## src/rtl/b51_pkg.sv

```systemverilog
// Shared types, constants and the symbol lookup for the base-51 ID encoder.
// No dependencies; every other file in rtl/ imports this package.
package b51_pkg;

    // Base-51 digit arithmetic.
    localparam int ALPHA_BASE  = 51;
    localparam int DIGIT_W     = 6;
    localparam int MAX_SYMBOLS = 6;

    // Result word fields.
    localparam int SYMBOL_W = 7;
    localparam int LEN_W    = 3;

    // Buffer capacity register.
    localparam int               CAP_W     = 8;
    localparam logic [CAP_W-1:0] CAP_RESET = 8'd100;

    // Alphabet, first character in the top byte.
    localparam logic [8*ALPHA_BASE-1:0] ALPHABET =
        "23456789bcdfghjkmnpqrstvwxyzBCDFGHJKLMNPQRSTVWXYZ-_";

    // Operation of one digit cell in a cycle.
    typedef enum logic [1:0] {
        CELL_HOLD,
        CELL_CLEAR,
        CELL_DOUBLE
    } cell_mode_t;

    // Sequencer states.
    typedef enum logic [1:0] {
        ST_IDLE,
        ST_CONVERT,
        ST_EVAL,
        ST_EMIT
    } fsm_state_t;

    // ASCII code of the character for one base-51 digit.
    function automatic logic [SYMBOL_W-1:0] symbol_of(input logic [DIGIT_W-1:0] d);
        logic [SYMBOL_W-1:0] sym;
        sym = '0;
        if (int'(d) < ALPHA_BASE) begin
            sym = ALPHABET[8*(ALPHA_BASE-1-int'(d)) +: SYMBOL_W];
        end
        return sym;
    endfunction

endpackage

```

## src/rtl/base51_id_to_short_string_core.sv

```systemverilog
// Top level of the base-51 ID to short string encoder: sequencer, digit chain, output word.
// Depends on b51_pkg and b51_cell.
//
//  Channel  | Direction | Handshake          | Contents
//  s_       | in        | s_tvalid/s_tready  | s_tdata: id_value
//  m_       | out       | m_tvalid/m_tready  | m_tdata: symbol, string_length; m_tuser: flags
//  cfg_     | in        | cfg_wr_en          | cfg_wr_data: buffer_capacity
//
// An ID is loaded, its magnitude converted, its digit count evaluated and n = 1..6 result
// words emitted; the digit chain takes one magnitude bit per cycle, most significant first.
// One ID is in work at a time; s_tready is high while the sequencer is idle, even when the
// last result word still waits in the output register.
// A stall on m_tready holds the output register and the sequencer; no word is dropped.
// aresetn is synchronous and active low; buffer_capacity resets to 100.
module base51_id_to_short_string_core
    import b51_pkg::*;
#(
    parameter int VALUE_WIDTH = 32
) (
    input  logic                                aclk,
    input  logic                                aresetn,
    // Configuration
    input  logic                                cfg_wr_en,
    input  logic [CAP_W-1:0]                    cfg_wr_data,   // buffer_capacity
    // Input words
    input  logic                                s_tvalid,
    output logic                                s_tready,
    input  logic [((VALUE_WIDTH+7)/8)*8-1:0]    s_tdata,       // id_value
    // Result words
    output logic                                m_tvalid,
    input  logic                                m_tready,
    output logic [15:0]                         m_tdata,       // symbol, string_length
    output logic [1:0]                          m_tuser,       // has_symbol, failed
    output logic                                m_tlast
);

    // Enough digit cells for the largest positive value, ceil((W-1) / log2(51)).
    localparam int CELLS = ((VALUE_WIDTH-1)*1000 + 5671) / 5672;
    localparam int CNT_W = $clog2(CELLS+1);
    localparam int IDX_W = (CELLS > 1) ? $clog2(CELLS) : 1;
    localparam int BIT_W = $clog2(VALUE_WIDTH);
    localparam int MAG_W = VALUE_WIDTH - 1;

    fsm_state_t state_reg, state_next;

    logic [CAP_W-1:0]    cap_reg;
    logic [MAG_W-1:0]    mag_reg, mag_next;
    logic [BIT_W-1:0]    bit_cnt_reg, bit_cnt_next;
    logic [LEN_W-1:0]    len_reg, len_next;
    logic                fail_reg, fail_next;
    logic [IDX_W-1:0]    idx_reg, idx_next;

    logic                out_valid_reg, out_valid_next;
    logic [SYMBOL_W-1:0] out_symbol_reg, out_symbol_next;
    logic                out_has_reg, out_has_next;
    logic [LEN_W-1:0]    out_len_reg, out_len_next;
    logic                out_fail_reg, out_fail_next;
    logic                out_last_reg, out_last_next;

    cell_mode_t          cell_mode;
    logic [DIGIT_W-1:0]  digit [CELLS];
    logic                carry [CELLS];
    logic [CNT_W-1:0]    digit_count;
    logic                load_out;

    // Digit chain: cell 0 holds the least significant digit and takes the next magnitude bit.
    for (genvar k = 0; k < CELLS; k++) begin : g_cell
        b51_cell u_cell (
            .aclk      (aclk),
            .mode      (cell_mode),
            .carry_in  ((k == 0) ? mag_reg[MAG_W-1] : carry[(k == 0) ? 0 : k-1]),
            .carry_out (carry[k]),
            .digit     (digit[k])
        );
    end

    // Number of significant digits: one past the highest nonzero cell.
    always_comb begin
        digit_count = '0;
        for (int k = 0; k < CELLS; k++) begin
            if (digit[k] != '0) begin
                digit_count = CNT_W'(k + 1);
            end
        end
    end

    // Buffer capacity register.
    always_ff @(posedge aclk) begin
        if (!aresetn) begin
            cap_reg <= CAP_RESET;
        end else if (cfg_wr_en) begin
            cap_reg <= cfg_wr_data;
        end
    end

    // Sequencer state and control registers.
    always_ff @(posedge aclk) begin
        if (!aresetn) begin
            state_reg     <= ST_IDLE;
            out_valid_reg <= 1'b0;
        end else begin
            state_reg     <= state_next;
            out_valid_reg <= out_valid_next;
        end
    end

    // Working and output payload registers.
    always_ff @(posedge aclk) begin
        mag_reg        <= mag_next;
        bit_cnt_reg    <= bit_cnt_next;
        len_reg        <= len_next;
        fail_reg       <= fail_next;
        idx_reg        <= idx_next;
        out_symbol_reg <= out_symbol_next;
        out_has_reg    <= out_has_next;
        out_len_reg    <= out_len_next;
        out_fail_reg   <= out_fail_next;
        out_last_reg   <= out_last_next;
    end

    // Next state, cell control and result words.
    always_comb begin
        state_next      = state_reg;
        mag_next        = mag_reg;
        bit_cnt_next    = bit_cnt_reg;
        len_next        = len_reg;
        fail_next       = fail_reg;
        idx_next        = idx_reg;
        cell_mode       = CELL_HOLD;
        s_tready        = 1'b0;
        out_symbol_next = out_symbol_reg;
        out_has_next    = out_has_reg;
        out_len_next    = out_len_reg;
        out_fail_next   = out_fail_reg;
        out_last_next   = out_last_reg;
        load_out        = 1'b0;

        case (state_reg)
            ST_IDLE: begin
                s_tready = 1'b1;
                if (s_tvalid) begin
                    // A negative ID converts as zero and gives an empty string (a failure if capacity is zero).
                    mag_next     = s_tdata[VALUE_WIDTH-1] ? '0 : s_tdata[MAG_W-1:0];
                    bit_cnt_next = BIT_W'(MAG_W);
                    cell_mode    = CELL_CLEAR;
                    state_next   = ST_CONVERT;
                end
            end
            ST_CONVERT: begin
                cell_mode    = CELL_DOUBLE;
                mag_next     = {mag_reg[MAG_W-2:0], 1'b0};
                bit_cnt_next = bit_cnt_reg - BIT_W'(1);
                if (bit_cnt_reg == BIT_W'(1)) begin
                    state_next = ST_EVAL;
                end
            end
            ST_EVAL: begin
                // The string needs room for the terminator too, so the count must stay
                // below the capacity; more than six digits also fails.
                fail_next  = (CAP_W'(digit_count) >= cap_reg) ||
                             (CAP_W'(digit_count) > CAP_W'(MAX_SYMBOLS));
                len_next   = LEN_W'(digit_count);
                idx_next   = IDX_W'(digit_count - CNT_W'(1));
                state_next = ST_EMIT;
            end
            ST_EMIT: begin
                if (!out_valid_reg || m_tready) begin
                    load_out = 1'b1;
                    if (fail_reg || len_reg == '0) begin
                        out_symbol_next = '0;
                        out_has_next    = 1'b0;
                        out_len_next    = '0;
                        out_fail_next   = fail_reg;
                        out_last_next   = 1'b1;
                        state_next      = ST_IDLE;
                    end else begin
                        out_symbol_next = symbol_of(digit[idx_reg]);
                        out_has_next    = 1'b1;
                        out_len_next    = len_reg;
                        out_fail_next   = 1'b0;
                        out_last_next   = (idx_reg == '0);
                        idx_next        = idx_reg - IDX_W'(1);
                        if (idx_reg == '0) begin
                            state_next = ST_IDLE;
                        end
                    end
                end
            end
            default: begin
                state_next = ST_IDLE;
            end
        endcase

        // Output register: filled by the sequencer, emptied by the consumer.
        if (load_out) begin
            out_valid_next = 1'b1;
        end else if (m_tready) begin
            out_valid_next = 1'b0;
        end else begin
            out_valid_next = out_valid_reg;
        end
    end

    assign m_tvalid = out_valid_reg;
    assign m_tdata  = {6'd0, out_len_reg, out_symbol_reg};
    assign m_tuser  = {out_fail_reg, out_has_reg};
    assign m_tlast  = out_last_reg;

endmodule

```

## src/rtl/b51_cell.sv

```systemverilog
// One base-51 digit cell of the binary to base-51 conversion chain.
// Depends on b51_pkg for the digit width and the cell operation codes.
module b51_cell
    import b51_pkg::*;
(
    input  logic               aclk,
    input  cell_mode_t         mode,
    input  logic               carry_in,
    output logic               carry_out,
    output logic [DIGIT_W-1:0] digit
);

    logic [DIGIT_W-1:0] digit_reg;
    logic [DIGIT_W-1:0] digit_next;
    logic [DIGIT_W:0]   sum;
    logic [DIGIT_W:0]   reduced;

    // Doubling the digit and adding the carry from below stays under twice the base,
    // so one compare and subtract brings it back into range.
    assign sum       = {digit_reg, carry_in};
    assign carry_out = (sum >= (DIGIT_W+1)'(ALPHA_BASE));
    assign reduced   = sum - (DIGIT_W+1)'(ALPHA_BASE);

    always_comb begin
        case (mode)
            CELL_CLEAR:  digit_next = '0;
            CELL_DOUBLE: digit_next = carry_out ? reduced[DIGIT_W-1:0] : sum[DIGIT_W-1:0];
            default:     digit_next = digit_reg;
        endcase
    end

    always_ff @(posedge aclk) begin
        digit_reg <= digit_next;
    end

    assign digit = digit_reg;

endmodule

```

## config.mk

```make
export PLATFORM = sky130hd
export DESIGN_NAME = base51_id_to_short_string_core
export DESIGN_NICKNAME = d
export VERILOG_FILES = /design/src/rtl/b51_pkg.sv /design/src/rtl/base51_id_to_short_string_core.sv /design/src/rtl/b51_cell.sv
export SDC_FILE = /design/constraint.sdc
export NUM_CORES = 1
export LEC_CHECK = 0
export BUFFER_PORTS_ARGS = -buffer_cell sky130_fd_sc_hd__buf_2
export CORE_MARGIN = 1.5
export CORE_UTILIZATION = 54
export CTS_BUF_LIST = sky130_fd_sc_hd__clkbuf_16
export DETAILED_ROUTE_END_ITERATION = 7
export GPL_TIMING_DRIVEN = 0
export PLACE_DENSITY = 0.77
export SETUP_SLACK_MARGIN = 0.2
export SYNTH_ARGS = -nofsm -noshare
export SYNTH_HDL_FRONTEND = slang
export SYNTH_SLANG_ARGS = --single-unit
export TNS_END_PERCENT = 50
```

## constraint.sdc

```tcl
create_clock -name aclk -period 6.4 [get_ports aclk]
set_input_delay 0.64 -clock aclk [delete_from_list [all_inputs] [get_ports aclk]]
set_output_delay 0.64 -clock aclk [all_outputs]
set_load 0.02 [all_outputs]
```

==> impl_metrics.env <==
export IMPL_outcome="finished clean"
export IMPL_fin_setup_tns_ns=0
export IMPL_fin_crit_ns=5.970
export IMPL_yosys_warnings=0
export IMPL_crit_type="reg2reg"
export IMPL_cts_sinks=103
export IMPL_ir_drop_v=0.0002501
export IMPL_grt_max_degree=37
export IMPL_clock_path_buffers=2
export IMPL_core_area_um2=11910
export IMPL_postSynthAreaPerCell_um2=10.12
export IMPL_die_w_um=113.2
export IMPL_slew_viol_final=0
export IMPL_synth_edf_count=92
export IMPL_timing_final_hold_violations=0
export IMPL_wl_per_cell_um=17.95
export IMPL_io_pins=66
export IMPL_synth_cell_type_count=69
export IMPL_grt_first_pass_wirelength_mm=25.74
export IMPL_post_route_period_util_pct=93.27
export IMPL_hold_class="reg2reg"
export IMPL_syn_inst=648
export IMPL_vias=5470
export IMPL_die_height_um=113.2
export IMPL_antenna_found_initial=0
export IMPL_p_leak_nw=2.918
export IMPL_power_per_cell_area_nw_per_um2=613.8
export IMPL_worst_pin_slew_ns=0.7912
export IMPL_critPathMaxFanout=10
export IMPL_clock_skew_ns=0.006646
export IMPL_globalRouteOverflowTotal=0
export IMPL_end_kind="flop"
export IMPL_slew_headroom_pct=46.87
export IMPL_max_freq_ghz=0.1675
export IMPL_drt_iter0_markers=542
export IMPL_final_antenna_net_count=0
export IMPL_cp_slowest_stage_delay_ns=0.41
export IMPL_critPathSlowestCell="a2111oi_4"
export IMPL_worst_setup_path_start_kind="flop"
export IMPL_ctsHoldBuffers=0
export IMPL_fin_util_pct=63.30
export IMPL_rows=40
export IMPL_critPathRequiredTime_ns=6.51
export IMPL_io_buffers=58
export IMPL_vias_per_cell=6.181
export IMPL_cts_max_level=3
export IMPL_ys_ff_latch=103
export IMPL_synthFlopType="edfxtp_1"
export IMPL_dieArea_um2=12810
export IMPL_place_congestion=0.9106
export IMPL_clock_tree_root_cell="clkbuf_16"
export IMPL_detail_route_first_pass_iterations=6
export IMPL_drive_above_1_share_pct=17.75
export IMPL_fin_area_um2=7540
export IMPL_totalWireLength_mm=15.88
export IMPL_maxCapViolCount=0
export IMPL_cts_buffers=9
export IMPL_hpwl_mm=11.18
export IMPL_clkTransAtPathRegs_ns=0.07
export IMPL_place_area_um2=7109
export IMPL_setup_violations=0
export IMPL_diodes=0
export IMPL_synth_area_um2=6556
export IMPL_fin_nets=797
export IMPL_worst_endpoint_arrival_ns=6.08
export IMPL_area_growth_pct=15.00
export IMPL_async_flop_share_pct=0
export IMPL_track_usage_pct=25.16
export IMPL_start_util_pct=55.04
export IMPL_cts_tree="done"
export IMPL_rsz0062_at_grt="no"
export IMPL_drcViolationCount=0
export IMPL_largest_register_ffs=36
export IMPL_ys_seq_area_share_pct=45.50
export IMPL_worst_skew_pair_late_latency_ns=0.35
export IMPL_first_global_vias=5225
## power by group
group	switching, mW	total, mW	internal, mW
Combinational	1.66	2.71	1.05
Sequential	0.228	1.40	1.17
Clock	0.254	0.520	0.266
## worst paths after layout
kind,cells after the start,endpoint,slack (ns),startpoint
max reg2reg,29,g_cell[5].u_cell.digit[2]$_SDFFCE_PP0P_,0.43,mag_reg[30]$_DFFE_PP_
max,29,g_cell[5].u_cell.digit[2]$_SDFFCE_PP0P_,0.43,mag_reg[30]$_DFFE_PP_
min,2,cap_reg[2]$_SDFFE_PN1P_,0.50,cap_reg[2]$_SDFFE_PN1P_
min reg2reg,2,cap_reg[2]$_SDFFE_PN1P_,0.50,cap_reg[2]$_SDFFE_PN1P_
## cells in the final DEF, fill, tap and decap left out, drive strengths merged, types with 9 or more instances in the layout
cell / n
a21oi: 22
nand2b: 9
nor2: 59
o21ai: 31
mux2i: 34
nand2: 46
a31oi: 12
a22o: 30
nor2b: 18
nor3: 19
inv: 25
clkbuf: 44
edfxtp: 92
and2: 13
ha: 19
xor2: 10
o22ai: 9
buf: 86
xnor2: 20
dfxtp: 11
## cells by family (layout without fill, tap and decap cells)
| family | count (synthesis) | after routing | share of synthesized area [%] |
|---|---|---|---|
| buffers and inverters | 74 | 159 | 4.943 |
| AO/OA/AOI/OAI | 169 | 169 | 18.93 |
| flip-flops | 103 | 103 | 45.50 |
| multiplexers | 40 | 40 | 6.565 |
| AND/OR/NAND/NOR | 212 | 212 | 16.37 |
| adder cells (fa/ha/maj) | 19 | 19 | 3.626 |
| XOR/XNOR | 30 | 30 | 4.008 |
| other | 1 | 6 | 0.05720 |
## synthesized netlist by cell type, drive strengths merged, types with 3 or more instances
| library cell | count | area, µm² |
|---|---|---|
| edfxtp | 92 | 2763 |
| nor2 | 59 | 226.5 |
| nand2 | 46 | 172.7 |
| clkbuf | 36 | 135.1 |
| mux2i | 34 | 340.3 |
| o21ai | 31 | 155.2 |
| a22o | 30 | 262.8 |
| a21oi | 22 | 110.1 |
| xnor2 | 20 | 175.2 |
| ha | 19 | 237.7 |
| nor3 | 19 | 95.09 |
| inv | 18 | 67.56 |
| nor2b | 18 | 112.6 |
| buf | 16 | 106.4 |
| and2 | 13 | 81.33 |
| a31oi | 12 | 75.07 |
| dfxtp | 11 | 220.2 |
| xor2 | 10 | 87.58 |
| nand2b | 9 | 56.30 |
| o22ai | 9 | 56.30 |
| nand3 | 8 | 40.04 |
| nor4 | 8 | 50.05 |
| a21o | 7 | 52.55 |
| a211oi | 6 | 45.04 |
| or2 | 6 | 37.54 |
| o211ai | 5 | 37.54 |
| o21a | 5 | 37.54 |
| a21boi | 4 | 30.03 |
| and3 | 4 | 25.02 |
| clkinv | 4 | 15.01 |
| mux2 | 4 | 45.04 |
| nand3b | 4 | 30.03 |
| nand4 | 4 | 25.02 |
| o31ai | 4 | 30.03 |
| or3 | 4 | 25.02 |
| a2111oi | 3 | 63.81 |
| a22oi | 3 | 22.52 |
| o2111ai | 3 | 26.28 |
| o21bai | 3 | 33.78 |
| o31a | 3 | 26.28 |
## cell type report
type,count,area (µm²)
flip-flops and latches,103,2983
repair buffers,69,392.9
clock inverters,7,46.29
inverters,22,82.58
multi-input cells,476,3381
fillers,952,4372
clock buffers,9,225.2
well taps,147,183.9
plain buffers,52,245.2
## repair_timing
item                                    in CTS  in global routing
pin swaps                                    2                  6
resized for setup                            8                  8
endpoints found under the setup margin       5                  4
buffers inserted                             6                  4
## metal layers
layer	track usage (%)	vias to the layer above	wire (µm)
met4	11.17	0	441
li1	-	2580	-
met2	42.22	236	7844
met3	4.017	34	892
met1	32.29	2620	6705
met5	0	-	0
## worst max-delay path: cells and delay by family, from the launching register on
kind | cells | cell delay, ns
fa+ha+maj | 4 | 0.84
buf+inv | 6 | 0.88
compound gates | 13 | 2.72
simple gates | 6 | 0.89
flops | 1 | 0.39
## stage by stage
step / instances / worst slack [ns] / hold WS [ns] / total power, mW
5_1_grt: 885 / 0.1968 / 0.5214 / 4.929
6_report: 885 / 0.4304 / 0.4970 / 4.628
2_1_floorplan: 653 / 0.2097 / 0.4323 / 3.257
4_1_cts: 881 / 0.2187 / 0.4975 / 4.517
3_5_place_dp: 859 / -0.6005 / 0.4877 / 3.908
3_3_place_gp: 858 / -0.4398 / 0.4489 / 3.803
Note: power is estimated with default switching activity, not from simulation.
